[src/sv/jqkr_pkg.sv]
// Shared types and codes for the job queue with keyed removal.
// No dependencies; the entry store, sequencer, core and testbench import this package.
package jqkr_pkg;

    localparam int JOB_W    = 16;
    localparam int PROC_W   = 22;
    localparam int POS_W    = 4;
    localparam int COUNT_W  = 5;

    // operation codes carried in the kind field
    typedef enum logic [1:0] {
        KIND_INSERT = 2'd0,
        KIND_POP    = 2'd1,
        KIND_REMOVE = 2'd2,
        KIND_FIND   = 2'd3
    } kind_t;

    // result status codes
    typedef enum logic [1:0] {
        STATUS_DONE = 2'd0,
        STATUS_MISS = 2'd1,
        STATUS_FULL = 2'd2
    } status_t;

    // sequencer states
    typedef enum logic [2:0] {
        ST_IDLE,
        ST_READ,
        ST_CHECK,
        ST_SH_READ,
        ST_SH_WRITE,
        ST_DONE
    } state_t;

    // one stored queue entry
    typedef struct packed {
        logic [JOB_W-1:0]  job;
        logic [PROC_W-1:0] proc;
    } entry_t;

    // one finished result, handed from the sequencer to the output register
    typedef struct packed {
        status_t            status;
        logic [POS_W-1:0]   position;
        entry_t             hit;
        logic [COUNT_W-1:0] count;
    } res_t;

endpackage

[src/sv/jqkr_cmd_if.sv]
// Command channel of the job queue: valid/ready handshake and command fields.
// Depends on nothing.
interface jqkr_cmd_if;
    logic        valid;
    logic        ready;
    logic [1:0]  kind;
    logic        match_by_job;
    logic [15:0] job_tag;
    logic [21:0] proc_id;

    modport source (output valid, kind, match_by_job, job_tag, proc_id, input ready);
    modport sink   (input valid, kind, match_by_job, job_tag, proc_id, output ready);
endinterface

[src/sv/jqkr_rsp_if.sv]
// Result channel of the job queue: valid/ready handshake and result fields.
// Depends on nothing.
interface jqkr_rsp_if;
    logic        valid;
    logic        ready;
    logic [1:0]  status;
    logic [3:0]  position;
    logic [15:0] out_job_tag;
    logic [21:0] out_proc_id;
    logic [4:0]  count;

    modport source (output valid, status, position, out_job_tag, out_proc_id, count,
                    input ready);
    modport sink   (input valid, status, position, out_job_tag, out_proc_id, count,
                    output ready);
endinterface

[src/sv/jqkr_mem.sv]
// Entry store of the job queue: one write port, one read port, registered read.
// Depends on jqkr_pkg for the entry type.
module jqkr_mem #(
    parameter int DEPTH = 16,
    parameter int AW    = $clog2(DEPTH)
) (
    input  logic             clk,
    input  logic             wr_en,
    input  logic [AW-1:0]    wr_addr,
    input  jqkr_pkg::entry_t wr_data,
    input  logic             rd_en,
    input  logic [AW-1:0]    rd_addr,
    output jqkr_pkg::entry_t rd_data
);
    import jqkr_pkg::*;

    entry_t mem [DEPTH];
    entry_t rd_data_reg;

    // write port
    always_ff @(posedge clk)
    begin
        if (wr_en)
        begin
            mem[wr_addr] <= wr_data;
        end
    end

    // registered read port
    always_ff @(posedge clk)
    begin
        if (rd_en)
        begin
            rd_data_reg <= mem[rd_addr];
        end
    end

    assign rd_data = rd_data_reg;

endmodule

[src/sv/jqkr_ctrl.sv]
// Sequencer of the job queue: takes a command, scans entries one at a time
// through a single key comparator, and closes gaps by moving entries forward.
// Depends on jqkr_pkg, jqkr_cmd_if and the entry store jqkr_mem.
module jqkr_ctrl #(
    parameter int DEPTH = 16,
    parameter int AW    = $clog2(DEPTH),
    parameter int CW    = $clog2(DEPTH + 1)
) (
    input  logic           clk,
    input  logic           rst_n,
    jqkr_cmd_if.sink       cmd,
    output logic           res_valid,
    input  logic           res_ready,
    output jqkr_pkg::res_t res
);
    import jqkr_pkg::*;

    state_t              state_reg, state_next;
    kind_t               kind_reg, kind_next;
    logic                by_job_reg, by_job_next;
    logic [JOB_W-1:0]    key_job_reg, key_job_next;
    logic [PROC_W-1:0]   key_proc_reg, key_proc_next;
    logic [AW-1:0]       idx_reg, idx_next;
    logic [AW-1:0]       sh_idx_reg, sh_idx_next;
    logic [CW-1:0]       count_reg, count_next;
    status_t             status_reg, status_next;
    entry_t              hit_reg, hit_next;

    logic                wr_en;
    logic [AW-1:0]       wr_addr;
    entry_t              wr_data;
    logic                rd_en;
    logic [AW-1:0]       rd_addr;
    entry_t              rd_data;

    kind_t               cmd_kind;
    logic [CW:0]         count_ext;
    logic [CW:0]         idx_p1;
    logic [CW:0]         sh_p1;
    logic [CW:0]         sh_p2;
    logic                full;
    logic                empty;
    logic                key_hit;
    logic                match;

    jqkr_mem #(
        .DEPTH (DEPTH),
        .AW    (AW)
    ) u_mem (
        .clk     (clk),
        .wr_en   (wr_en),
        .wr_addr (wr_addr),
        .wr_data (wr_data),
        .rd_en   (rd_en),
        .rd_addr (rd_addr),
        .rd_data (rd_data)
    );

    // index arithmetic and the shared key comparator
    assign cmd_kind  = kind_t'(cmd.kind);
    assign count_ext = (CW+1)'(count_reg);
    assign idx_p1    = (CW+1)'(idx_reg) + (CW+1)'(1);
    assign sh_p1     = (CW+1)'(sh_idx_reg) + (CW+1)'(1);
    assign sh_p2     = (CW+1)'(sh_idx_reg) + (CW+1)'(2);
    assign full      = (count_reg == CW'(DEPTH));
    assign empty     = (count_reg == '0);
    assign key_hit   = by_job_reg ? (rd_data.job == key_job_reg)
                                  : (rd_data.proc == key_proc_reg);
    assign match     = (kind_reg == KIND_POP) || key_hit;

    assign cmd.ready = (state_reg == ST_IDLE);

    // next state
    always_comb
    begin
        state_next = state_reg;
        case (state_reg)
            ST_IDLE:
            begin
                if (cmd.valid)
                begin
                    if (cmd_kind == KIND_INSERT || empty)
                        state_next = ST_DONE;
                    else
                        state_next = ST_READ;
                end
            end
            ST_READ:
            begin
                state_next = ST_CHECK;
            end
            ST_CHECK:
            begin
                if (match)
                begin
                    if (kind_reg == KIND_FIND || !(idx_p1 < count_ext))
                        state_next = ST_DONE;
                    else
                        state_next = ST_SH_READ;
                end
                else if (idx_p1 < count_ext)
                    state_next = ST_READ;
                else
                    state_next = ST_DONE;
            end
            ST_SH_READ:
            begin
                state_next = ST_SH_WRITE;
            end
            ST_SH_WRITE:
            begin
                if (sh_p2 < count_ext)
                    state_next = ST_SH_READ;
                else
                    state_next = ST_DONE;
            end
            ST_DONE:
            begin
                if (res_ready)
                    state_next = ST_IDLE;
            end
            default:
            begin
                state_next = ST_IDLE;
            end
        endcase
    end

    // datapath updates and store accesses
    always_comb
    begin
        kind_next     = kind_reg;
        by_job_next   = by_job_reg;
        key_job_next  = key_job_reg;
        key_proc_next = key_proc_reg;
        idx_next      = idx_reg;
        sh_idx_next   = sh_idx_reg;
        count_next    = count_reg;
        status_next   = status_reg;
        hit_next      = hit_reg;
        wr_en         = 1'b0;
        wr_addr       = sh_idx_reg;
        wr_data       = rd_data;
        rd_en         = 1'b0;
        rd_addr       = idx_reg;
        res_valid     = 1'b0;
        case (state_reg)
            ST_IDLE:
            begin
                if (cmd.valid)
                begin
                    kind_next     = cmd_kind;
                    by_job_next   = cmd.match_by_job;
                    key_job_next  = cmd.job_tag;
                    key_proc_next = cmd.proc_id;
                    idx_next      = '0;
                    hit_next      = '0;
                    status_next   = STATUS_DONE;
                    if (cmd_kind == KIND_INSERT)
                    begin
                        if (full)
                            status_next = STATUS_FULL;
                        else
                        begin
                            // append at the tail
                            wr_en         = 1'b1;
                            wr_addr       = AW'(count_reg);
                            wr_data.job   = cmd.job_tag;
                            wr_data.proc  = cmd.proc_id;
                            idx_next      = AW'(count_reg);
                            hit_next.job  = cmd.job_tag;
                            hit_next.proc = cmd.proc_id;
                            count_next    = count_reg + CW'(1);
                        end
                    end
                    else if (empty)
                        status_next = STATUS_MISS;
                end
            end
            ST_READ:
            begin
                rd_en   = 1'b1;
                rd_addr = idx_reg;
            end
            ST_CHECK:
            begin
                if (match)
                begin
                    hit_next = rd_data;
                    if (kind_reg != KIND_FIND)
                    begin
                        if (idx_p1 < count_ext)
                            sh_idx_next = idx_reg;
                        else
                            count_next = count_reg - CW'(1);
                    end
                end
                else if (idx_p1 < count_ext)
                    idx_next = idx_reg + AW'(1);
                else
                begin
                    status_next = STATUS_MISS;
                    idx_next    = '0;
                end
            end
            ST_SH_READ:
            begin
                rd_en   = 1'b1;
                rd_addr = AW'(sh_p1);
            end
            ST_SH_WRITE:
            begin
                // move the entry behind one place forward
                wr_en   = 1'b1;
                wr_addr = sh_idx_reg;
                wr_data = rd_data;
                if (sh_p2 < count_ext)
                    sh_idx_next = sh_idx_reg + AW'(1);
                else
                    count_next = count_reg - CW'(1);
            end
            ST_DONE:
            begin
                res_valid = 1'b1;
            end
            default:
            begin
                res_valid = 1'b0;
            end
        endcase
    end

    // result fields
    assign res.status   = status_reg;
    assign res.position = POS_W'(idx_reg);
    assign res.hit      = hit_reg;
    assign res.count    = COUNT_W'(count_reg);

    // control state
    always_ff @(posedge clk or negedge rst_n)
    begin
        if (!rst_n)
        begin
            state_reg <= ST_IDLE;
            count_reg <= '0;
        end
        else
        begin
            state_reg <= state_next;
            count_reg <= count_next;
        end
    end

    // command and scan registers
    always_ff @(posedge clk)
    begin
        kind_reg     <= kind_next;
        by_job_reg   <= by_job_next;
        key_job_reg  <= key_job_next;
        key_proc_reg <= key_proc_next;
        idx_reg      <= idx_next;
        sh_idx_reg   <= sh_idx_next;
        status_reg   <= status_next;
        hit_reg      <= hit_next;
    end

`ifndef NO_ASSERTIONS
    a_count_bound: assert property (@(posedge clk) disable iff (!rst_n)
        count_reg <= CW'(DEPTH))
        else $error("entry count above depth");

    a_scan_in_range: assert property (@(posedge clk) disable iff (!rst_n)
        (state_reg == ST_READ) |-> ((CW+1)'(idx_reg) < count_ext))
        else $error("scan index beyond last entry");

    a_insert_grows: assert property (@(posedge clk) disable iff (!rst_n)
        (state_reg == ST_IDLE && cmd.valid && cmd_kind == KIND_INSERT && !full)
        |=> (count_reg == $past(count_reg) + CW'(1)))
        else $error("insert did not grow the queue");

    a_shrink_only_at_end: assert property (@(posedge clk) disable iff (!rst_n)
        (count_reg < $past(count_reg)) |-> (state_reg == ST_DONE))
        else $error("queue shrank before the item finished");

    a_shift_in_range: assert property (@(posedge clk) disable iff (!rst_n)
        (state_reg == ST_SH_READ) |-> (sh_p1 < count_ext))
        else $error("shift reads beyond last entry");
`endif

endmodule

[src/sv/job_queue_with_keyed_removal_core.sv]
// Insert, and any command on an empty queue, go from the accepting state straight to the
// result state; pop, remove and find read and compare entries from the head up to a match
// (or all entries on a miss), then each entry behind a popped or removed one moves forward.
// One command in flight; every entry visited costs a registered store read
// followed by a compare or write state, which sets the pace. A finished result waits
// in an output register while the next command is taken. Reset clears the count; entries are not cleared.
module job_queue_with_keyed_removal_core #(
    parameter int DEPTH = 16
) (
    input  logic      clk,
    input  logic      rst_n,
    jqkr_cmd_if.sink  cmd,
    jqkr_rsp_if.source rsp
);
    import jqkr_pkg::*;

    logic   res_valid;
    logic   res_ready;
    res_t   res;

    logic   out_valid_reg, out_valid_next;
    res_t   out_data_reg;

    jqkr_ctrl #(
        .DEPTH (DEPTH)
    ) u_ctrl (
        .clk       (clk),
        .rst_n     (rst_n),
        .cmd       (cmd),
        .res_valid (res_valid),
        .res_ready (res_ready),
        .res       (res)
    );

    // output register takes a result when empty or being drained
    assign res_ready = !out_valid_reg || rsp.ready;

    always_comb
    begin
        out_valid_next = out_valid_reg;
        if (res_valid && res_ready)
            out_valid_next = 1'b1;
        else if (rsp.ready)
            out_valid_next = 1'b0;
    end

    always_ff @(posedge clk or negedge rst_n)
    begin
        if (!rst_n)
        begin
            out_valid_reg <= 1'b0;
        end
        else
        begin
            out_valid_reg <= out_valid_next;
        end
    end

    always_ff @(posedge clk)
    begin
        if (res_valid && res_ready)
        begin
            out_data_reg <= res;
        end
    end

    // result channel
    assign rsp.valid       = out_valid_reg;
    assign rsp.status      = out_data_reg.status;
    assign rsp.position    = out_data_reg.position;
    assign rsp.out_job_tag = out_data_reg.hit.job;
    assign rsp.out_proc_id = out_data_reg.hit.proc;
    assign rsp.count       = out_data_reg.count;

endmodule

[src/flat_wrapper.sv]
// flat-port wrapper written by rule: the top's interface ports become plain ports
module job_queue_with_keyed_removal_core_flat import jqkr_pkg::*;
#(
    parameter int DEPTH = 16
)
  (clk, rst_n, cmd_valid, cmd_kind, cmd_match_by_job, cmd_job_tag, cmd_proc_id, cmd_ready, rsp_valid, rsp_status, rsp_position, rsp_out_job_tag, rsp_out_proc_id, rsp_count, rsp_ready);
  jqkr_cmd_if cmd_i ();
  jqkr_rsp_if rsp_i ();
  input  logic clk;
  input  logic rst_n;
  input wire logic [$bits(cmd_i.valid)-1:0] cmd_valid;
  input wire logic [$bits(cmd_i.kind)-1:0] cmd_kind;
  input wire logic [$bits(cmd_i.match_by_job)-1:0] cmd_match_by_job;
  input wire logic [$bits(cmd_i.job_tag)-1:0] cmd_job_tag;
  input wire logic [$bits(cmd_i.proc_id)-1:0] cmd_proc_id;
  output wire logic [$bits(cmd_i.ready)-1:0] cmd_ready;
  output wire logic [$bits(rsp_i.valid)-1:0] rsp_valid;
  output wire logic [$bits(rsp_i.status)-1:0] rsp_status;
  output wire logic [$bits(rsp_i.position)-1:0] rsp_position;
  output wire logic [$bits(rsp_i.out_job_tag)-1:0] rsp_out_job_tag;
  output wire logic [$bits(rsp_i.out_proc_id)-1:0] rsp_out_proc_id;
  output wire logic [$bits(rsp_i.count)-1:0] rsp_count;
  input wire logic [$bits(rsp_i.ready)-1:0] rsp_ready;
  assign cmd_i.valid = cmd_valid;
  assign cmd_i.kind = cmd_kind;
  assign cmd_i.match_by_job = cmd_match_by_job;
  assign cmd_i.job_tag = cmd_job_tag;
  assign cmd_i.proc_id = cmd_proc_id;
  assign cmd_ready = cmd_i.ready;
  assign rsp_valid = rsp_i.valid;
  assign rsp_status = rsp_i.status;
  assign rsp_position = rsp_i.position;
  assign rsp_out_job_tag = rsp_i.out_job_tag;
  assign rsp_out_proc_id = rsp_i.out_proc_id;
  assign rsp_count = rsp_i.count;
  assign rsp_i.ready = rsp_ready;
  job_queue_with_keyed_removal_core #(.DEPTH(DEPTH)) u_core (.clk(clk), .rst_n(rst_n), .cmd(cmd_i), .rsp(rsp_i));
endmodule
[config.mk]
export PLATFORM = sky130hd
export DESIGN_NAME = job_queue_with_keyed_removal_core_flat
export DESIGN_NICKNAME = d
export VERILOG_FILES = /design/src/sv/jqkr_pkg.sv /design/src/sv/jqkr_cmd_if.sv /design/src/sv/jqkr_rsp_if.sv /design/src/sv/jqkr_mem.sv /design/src/sv/jqkr_ctrl.sv /design/src/sv/job_queue_with_keyed_removal_core.sv /design/src/flat_wrapper.sv
export SDC_FILE = /design/constraint.sdc
export NUM_CORES = 1
export LEC_CHECK = 0
export ABC_CLOCK_PERIOD_IN_PS = 8300
export BUFFER_PORTS_ARGS = -buffer_cell sky130_fd_sc_hd__clkbuf_2
export CAP_MARGIN = 5
export CORE_MARGIN = 3
export CORE_UTILIZATION = 30
export CTS_CLUSTER_DIAMETER = 30
export CTS_CLUSTER_SIZE = 20
export DETAILED_ROUTE_END_ITERATION = 16
export PLACE_DENSITY = 0.53
export RECOVER_POWER = 50
export SYNTH_ARGS = -nofsm -noshare
export SYNTH_HDL_FRONTEND = slang
export SYNTH_SLANG_ARGS = --single-unit
[constraint.sdc]
create_clock -name clk -period 8.3 [get_ports clk]
set_clock_uncertainty 0.05 [all_clocks]
set_input_delay 1.245 -clock clk [delete_from_list [all_inputs] [get_ports clk]]
set_output_delay 1.245 -clock clk [all_outputs]
set_load 0.005 [all_outputs]
# Word level (Yosys, flattened, before mapping)
# Memory sizes are Yosys's and may differ from the RTL's. A register that Yosys moved wholly into a read port is not among the register bits.
# Cells that the tools add are included.
# totals
ff_bits,147
ram_bits,608
output_inout_bits,51
word_cells,130
mem_count,1
# op_classes
add_sub_neg,7
order_cmp,2
n_eq_ne,22
mux,59
reduce_logical,22
# memory_table
name,depth,width,read_ports,rd_clocked_by_memory_dff,write_ports,line,text
u_core.u_ctrl.u_mem.mem,16,38,1,1,1,jqkr_mem.sv:17,entry_t mem [DEPTH];
# ops
op,n
$mux 38,8
$pmux 38 s2,1
$mux 4,14
$mux 5,7
$eq 22x22->1,1
$mux 3,7
$ne 2x2->1 const B,10
$pmux 3 s6,1
$eq 16x16->1,1
$pmux 4 s2,2
$pmux 5 s3,1
$add 4x1->4 const B,3
$mux 1,11
$lt 5x5->1,2
$mux 2,5
$reduce_and 8->1,1
$eq 3x2->1 const B,2
$eq 3x3->1 const B,2
$reduce_and 3->1,2
$reduce_bool 2->1,3
$add 4x1->5 const B,1
$add 4x2->5 const B,1
$add 5x1->5 const B,1
$eq 5x5->1 const B,1
other kinds (18),24

# Logic depth before layout (Yosys ltp)
# depth
ltp_word,7
ltp_mapped,10
depth_no_buf,9

# Modules after synthesis
# A second synthesis with hierarchy kept.
# unflattened
hier_cells,1507
area_unflattened_um2,30599.3
# by_module_without_submodules
mod,n_inst,cells_per_inst,area_per_inst_um2,seq_area_each_um2
jqkr_mem,1,989,23950.5,19398.6
jqkr_ctrl,1,465,5123.7,2872.8
job_queue_with_keyed_removal_core,1,53,1525.2,1496.4

# Least setup slack after synthesis
# No wires, ideal clock.
# synth_timing
kind,input port to flip-flop
from,input port cmd_valid
to,"memory u_core.u_ctrl.u_mem.mem[5][0] (netlist name), enable pin"
setup_time_ps,433
arrival_ps,3752
slack_ps,4065
path_stages,6
n_path_buf,0
cell_sequence,nand2_1 nor3_2 nand2_1 mux2_2 nand2_1 nor2_1
# synth_between
elab_chain_len,4
elab_cells_between_ends,6
# synth_rtl
element,line,text
start: declaration,flat_wrapper.sv:11,input wire logic [$bits(cmd_i.valid)-1:0] cmd_valid;
$mux 1,jqkr_ctrl.sv:150,if (cmd.valid)
$pmux 1 s2,jqkr_ctrl.sv:147,case (state_reg)
$mux 1,jqkr_mem.sv:23,if (wr_en)
$mux 1 (not written as such),jqkr_mem.sv:25,mem[wr_addr] <= wr_data;
end: declaration,jqkr_mem.sv:17,
# Several ways; a longest one is shown, not always the timed one.

# Worst setup path in the final report
# layout_timing
from,register u_core.u_ctrl.state_reg[2]
to,"register, netlist name u_core.u_ctrl.u_mem.rd_data[33]"
# layout_between
elab_chain_len,3
elab_cells_between_ends,5
# layout_rtl
element,line,text
start: declaration,jqkr_ctrl.sv:18,"state_t state_reg, state_next;"
start signal: assignment,jqkr_ctrl.sv:249,state_reg <= state_next;
$eq 3x2->1 / $eq 3x1->1 (equally long branches),jqkr_ctrl.sv:147,
$reduce_or 2->1 (no source line) (*),n/a,
$mux 1 (*),jqkr_ctrl.sv:147,
via u_core.u_ctrl.rd_en,jqkr_ctrl.sv:32,logic rd_en;
# The timed path passes the listed nets; every way through them passes the cells marked *.
# A chain may end at the register's enable or synchronous reset.

==> run_results.csv <==
group,metric,value,unit
outcome,status,"complete, but fails checks",
outcome,violations,"max-capacitance violations, max-slew violations",
routing,postRouteAntennaNets,0,
floorplan,core,0.1020,mm2
power_and_ir_drop,peakVddDrop,0.4240,mV
setup_path,r2r_end,"u_core.u_ctrl.u_mem.rd_data[33]$_DFFE_PP_",
sta,grt_setup_unrepaired,"no",
final_layout,regArea,0.02377,mm2
place,place_congestion,0.7580,
global_route,grt_start_max_net_pins,153,
synth,synth_top_area_share,76.04,%
global_route,grt_first_pass_wirelength,109900,um
synth,yosys.area.top_type,"edfxtp_1",
sta,hold_violations,0,
synth,synth_fp_nets,1482,
clocking,cts_hold_buf,0,
synth,ys_types,47,
routing,detailroute.wirelength.met3,4892,um
hold_path,hold_class,"reg2reg",
floorplan,die_y,327.3,um
synth,syn_area_per_cell,21.77,um2
final_layout,layout-drive-gt1-share,26.39,%
clocking,clkSlewWorstSetupHoldPaths,0.04,ns
global_route,grt_pass1_vias,15800,
synth,ys_top_cells_by_count,"edfxtp_1, mux4_2, mux2i_1, a22o_1, mux2_2",
synth,synth-async-reset-ratio,1.135,%
clocking,cts_tree,"yes",
routing,routedLengthMet1,34130,um
synth,yosysMostFrequentCell,"edfxtp_1",
clocking,clock-root-buffer,"clkbuf_16",
setup_path,r2r_start,"u_core.u_ctrl.state_reg[2]$_DFFE_PN0P_",
sta,fin_crit,5.824,ns
setup_path,reg2regPathDepth,7,
synth,synthTopCellsByArea,"edfxtp_1, mux4_2, mux2i_1",
routing,drtPass1Iterations,5,
job,drv_cap,4,
power_and_ir_drop,p_total,15.87,mW
setup_path,path_class,"reg2reg",
power_and_ir_drop,p_per_area,412.9,mW/mm2
synth,yosysSeqAreaShare,76.77,%
final_layout,fin_cells,3148,
synth,yosysWarningCount,0,
routing,dr.first_iter.drc_count,1350,
synth,netlist_area,0.03096,mm2
floorplan,rows,117,
routing,drc,0,
final_layout,multi_input_area,0.006945,mm2
setup_path,cp_max_fo,41,
clocking,cts.sinks,793,
hold_path,hold_depth,0,
synth,synthFlopType,"edfxtp_1",
setup_path,worst_setup_path_end_kind,"register",
floorplan,chipWidth,327.3,um
place,dp.cells,2852,
floorplan,io_pins,96,
setup_path,reg2reg_slack,2.48,ns
place,hpwl,38980,um
hold_path,worstHoldEndpoint,"u_core.rsp.out_proc_id[4]$_DFFE_PP_",
setup_path,start_kind,"register",
setup_path,required,8.67,ns
final_layout,largest_reg_flops,608,
floorplan,initial_core_util,30.34,%
routing,vias_per_cell,4.790,
sta,finalSetupViolations,0,
clocking,clk_latency,0.73,ns
clocking,post_cts_resized,0,
global_route,grt_use_total,14.20,%
final_layout,n_fill_cell,9219,
sta,slew_headroom,-130.0,%
sta,setup_tns,0,ns
routing,maxUsedRoutingLayer,"met5",
hold_path,hp-start,"u_core.u_ctrl.res[9]$_DFFE_PP_",
synth,ys_ff_latch,793,
power_and_ir_drop,p_leak,12.77,nW
routing,route.met2.wl,35330,um
sta,fmax,0.1717,GHz
place,port_buffers,95,
clocking,cts_buffers,157,
clocking,htreeDepth,4,
routing,via_count,15080,
global_route,grt_overflow,0,
synth,synthCells,1422,
final_layout,syn2layout_area_growth,24.10,%
final_layout,nets,1703,
routing,wl_per_cell,24.13,um
setup_path,arrival,6.20,ns
sta,finalMaxSlewViolations,156,
synth,synth_edf_count,784,
clocking,clock_path_buffers,3,
floorplan,die-area,0.1071,mm2
sta,tightest_slew,3.450,ns
global_route,antenna_found_initial,9,
sta,finalCritPeriodShare,70.17,%
routing,wirelength,75970,um
clocking,post_cts_buffers,0,
==> cells by family (layout without fill, tap and decap cells) <==
| kind of cell | after synthesis | in the layout | share of synthesized area, % |
|---|---|---|---|
| flops | 793 | 793 | 76.77 |
| mux | 310 | 310 | 16.37 |
| simple gates | 103 | 103 | 1.608 |
| compound gates | 84 | 84 | 2.021 |
| buf+inv | 69 | 424 | 1.249 |
| xor+xnor | 48 | 48 | 1.358 |
| fa+ha+maj | 15 | 15 | 0.6304 |
| other cells | 0 | 3 | 0 |
==> area by class of cell <==
type	instances	share of cell area, %
inverters	8	0.07816
diodes	3	0.01954
clock inverters	114	3.458
repair buffers	123	1.557
well taps	1368	4.455
multi-input cells	560	18.08
clock buffers	179	10.50
flip-flops and latches	793	61.86
==> routing by layer <==
layer | vias up | track usage, %
met1 | 8037 | 19.71
li1 | 6456 | -
met3 | 122 | 3.903
met2 | 451 | 21.79
met4 | 12 | 4.321
met5 | - | 0
==> placed cells by master (no fill, tap or decap), types with 4 or more instances in the layout <==
cell type   count
edfxtp_1      784
clkbuf_16     158
mux4_2        152
mux2i_1       117
clkbuf_1      105
a22o_1         39
mux2_1         35
nand2_1        32
xor2_1         24
xnor2_1        24
clkinv_2       23
clkinv_1       23
buf_4          23
bufinv_16      19
clkinvlp_4     19
ha_1           14
clkbuf_2       14
nor2_1         13
o21ai_0        13
nor2_4         13
clkinv_4       12
nor3_1          9
a21oi_1         9
dfrtp_1         9
inv_1           8
nor4_1          8
clkinv_8        7
nand4_1         6
a21oi_4         5
mux2_2          5
inv_16          5
and3_1          4
nand3_1         4
a21o_1          4
a31oi_1         4
inv_6           4
==> metrics by stage <==
stage / worst slack (ns) / instance area, um2 / hold WS, ns / utilization (%)
after floorplan: 4.065 / 30960 / 0.3503 / -
after global routing: 2.186 / 38410 / 0.3695 / 37.65
after global placement: 3.308 / 33200 / 0.3538 / 32.54
final: 2.476 / 38420 / 0.3670 / 37.66
after CTS: 3.614 / 38560 / 0.2908 / 37.80
after detailed placement: 3.152 / 33200 / 0.3552 / 32.54
==> where the power goes <==
group	leakage [nW]	internal (mW)	switching, mW
combinational	2.98	1.54	2.27
sequential	7.23	5.55	0.267
clock	2.56	4.11	2.12
total	12.8	11.2	4.66
==> how the worst max path moves through the flow <==
stage / start / end / slack [ns] / cells after the start
floorplan: cmd_valid / u_core.u_ctrl.u_mem.mem[5][0]$_DFFE_PP_ / 4.06 / 6
global placement: cmd_valid / u_core.u_ctrl.u_mem.mem[0][3]$_DFFE_PP_ / 3.31 / 7
detailed placement: cmd_valid / u_core.u_ctrl.u_mem.mem[0][2]$_DFFE_PP_ / 3.15 / 7
CTS: u_core.u_ctrl.state_reg[1]$_DFFE_PN0P_ / u_core.u_ctrl.u_mem.mem[0][29]$_DFFE_PP_ / 3.61 / 7
global route: u_core.u_ctrl.state_reg[2]$_DFFE_PN0P_ / u_core.u_ctrl.u_mem.rd_data[29]$_DFFE_PP_ / 2.19 / 7
finish: u_core.u_ctrl.state_reg[2]$_DFFE_PN0P_ / u_core.u_ctrl.u_mem.rd_data[33]$_DFFE_PP_ / 2.48 / 7
==> critical path: stages (launching register included) <==
cell and delay [ns]:
dfrtp_1 0.49, and2b_1 2.30, nand2_4 0.44, a21oi_4 0.27
buf_4 0.77, buf_4 0.77, mux2i_1 0.28, mux2i_1 0.09
No activity file was read; power rests on OpenSTA's default activity.
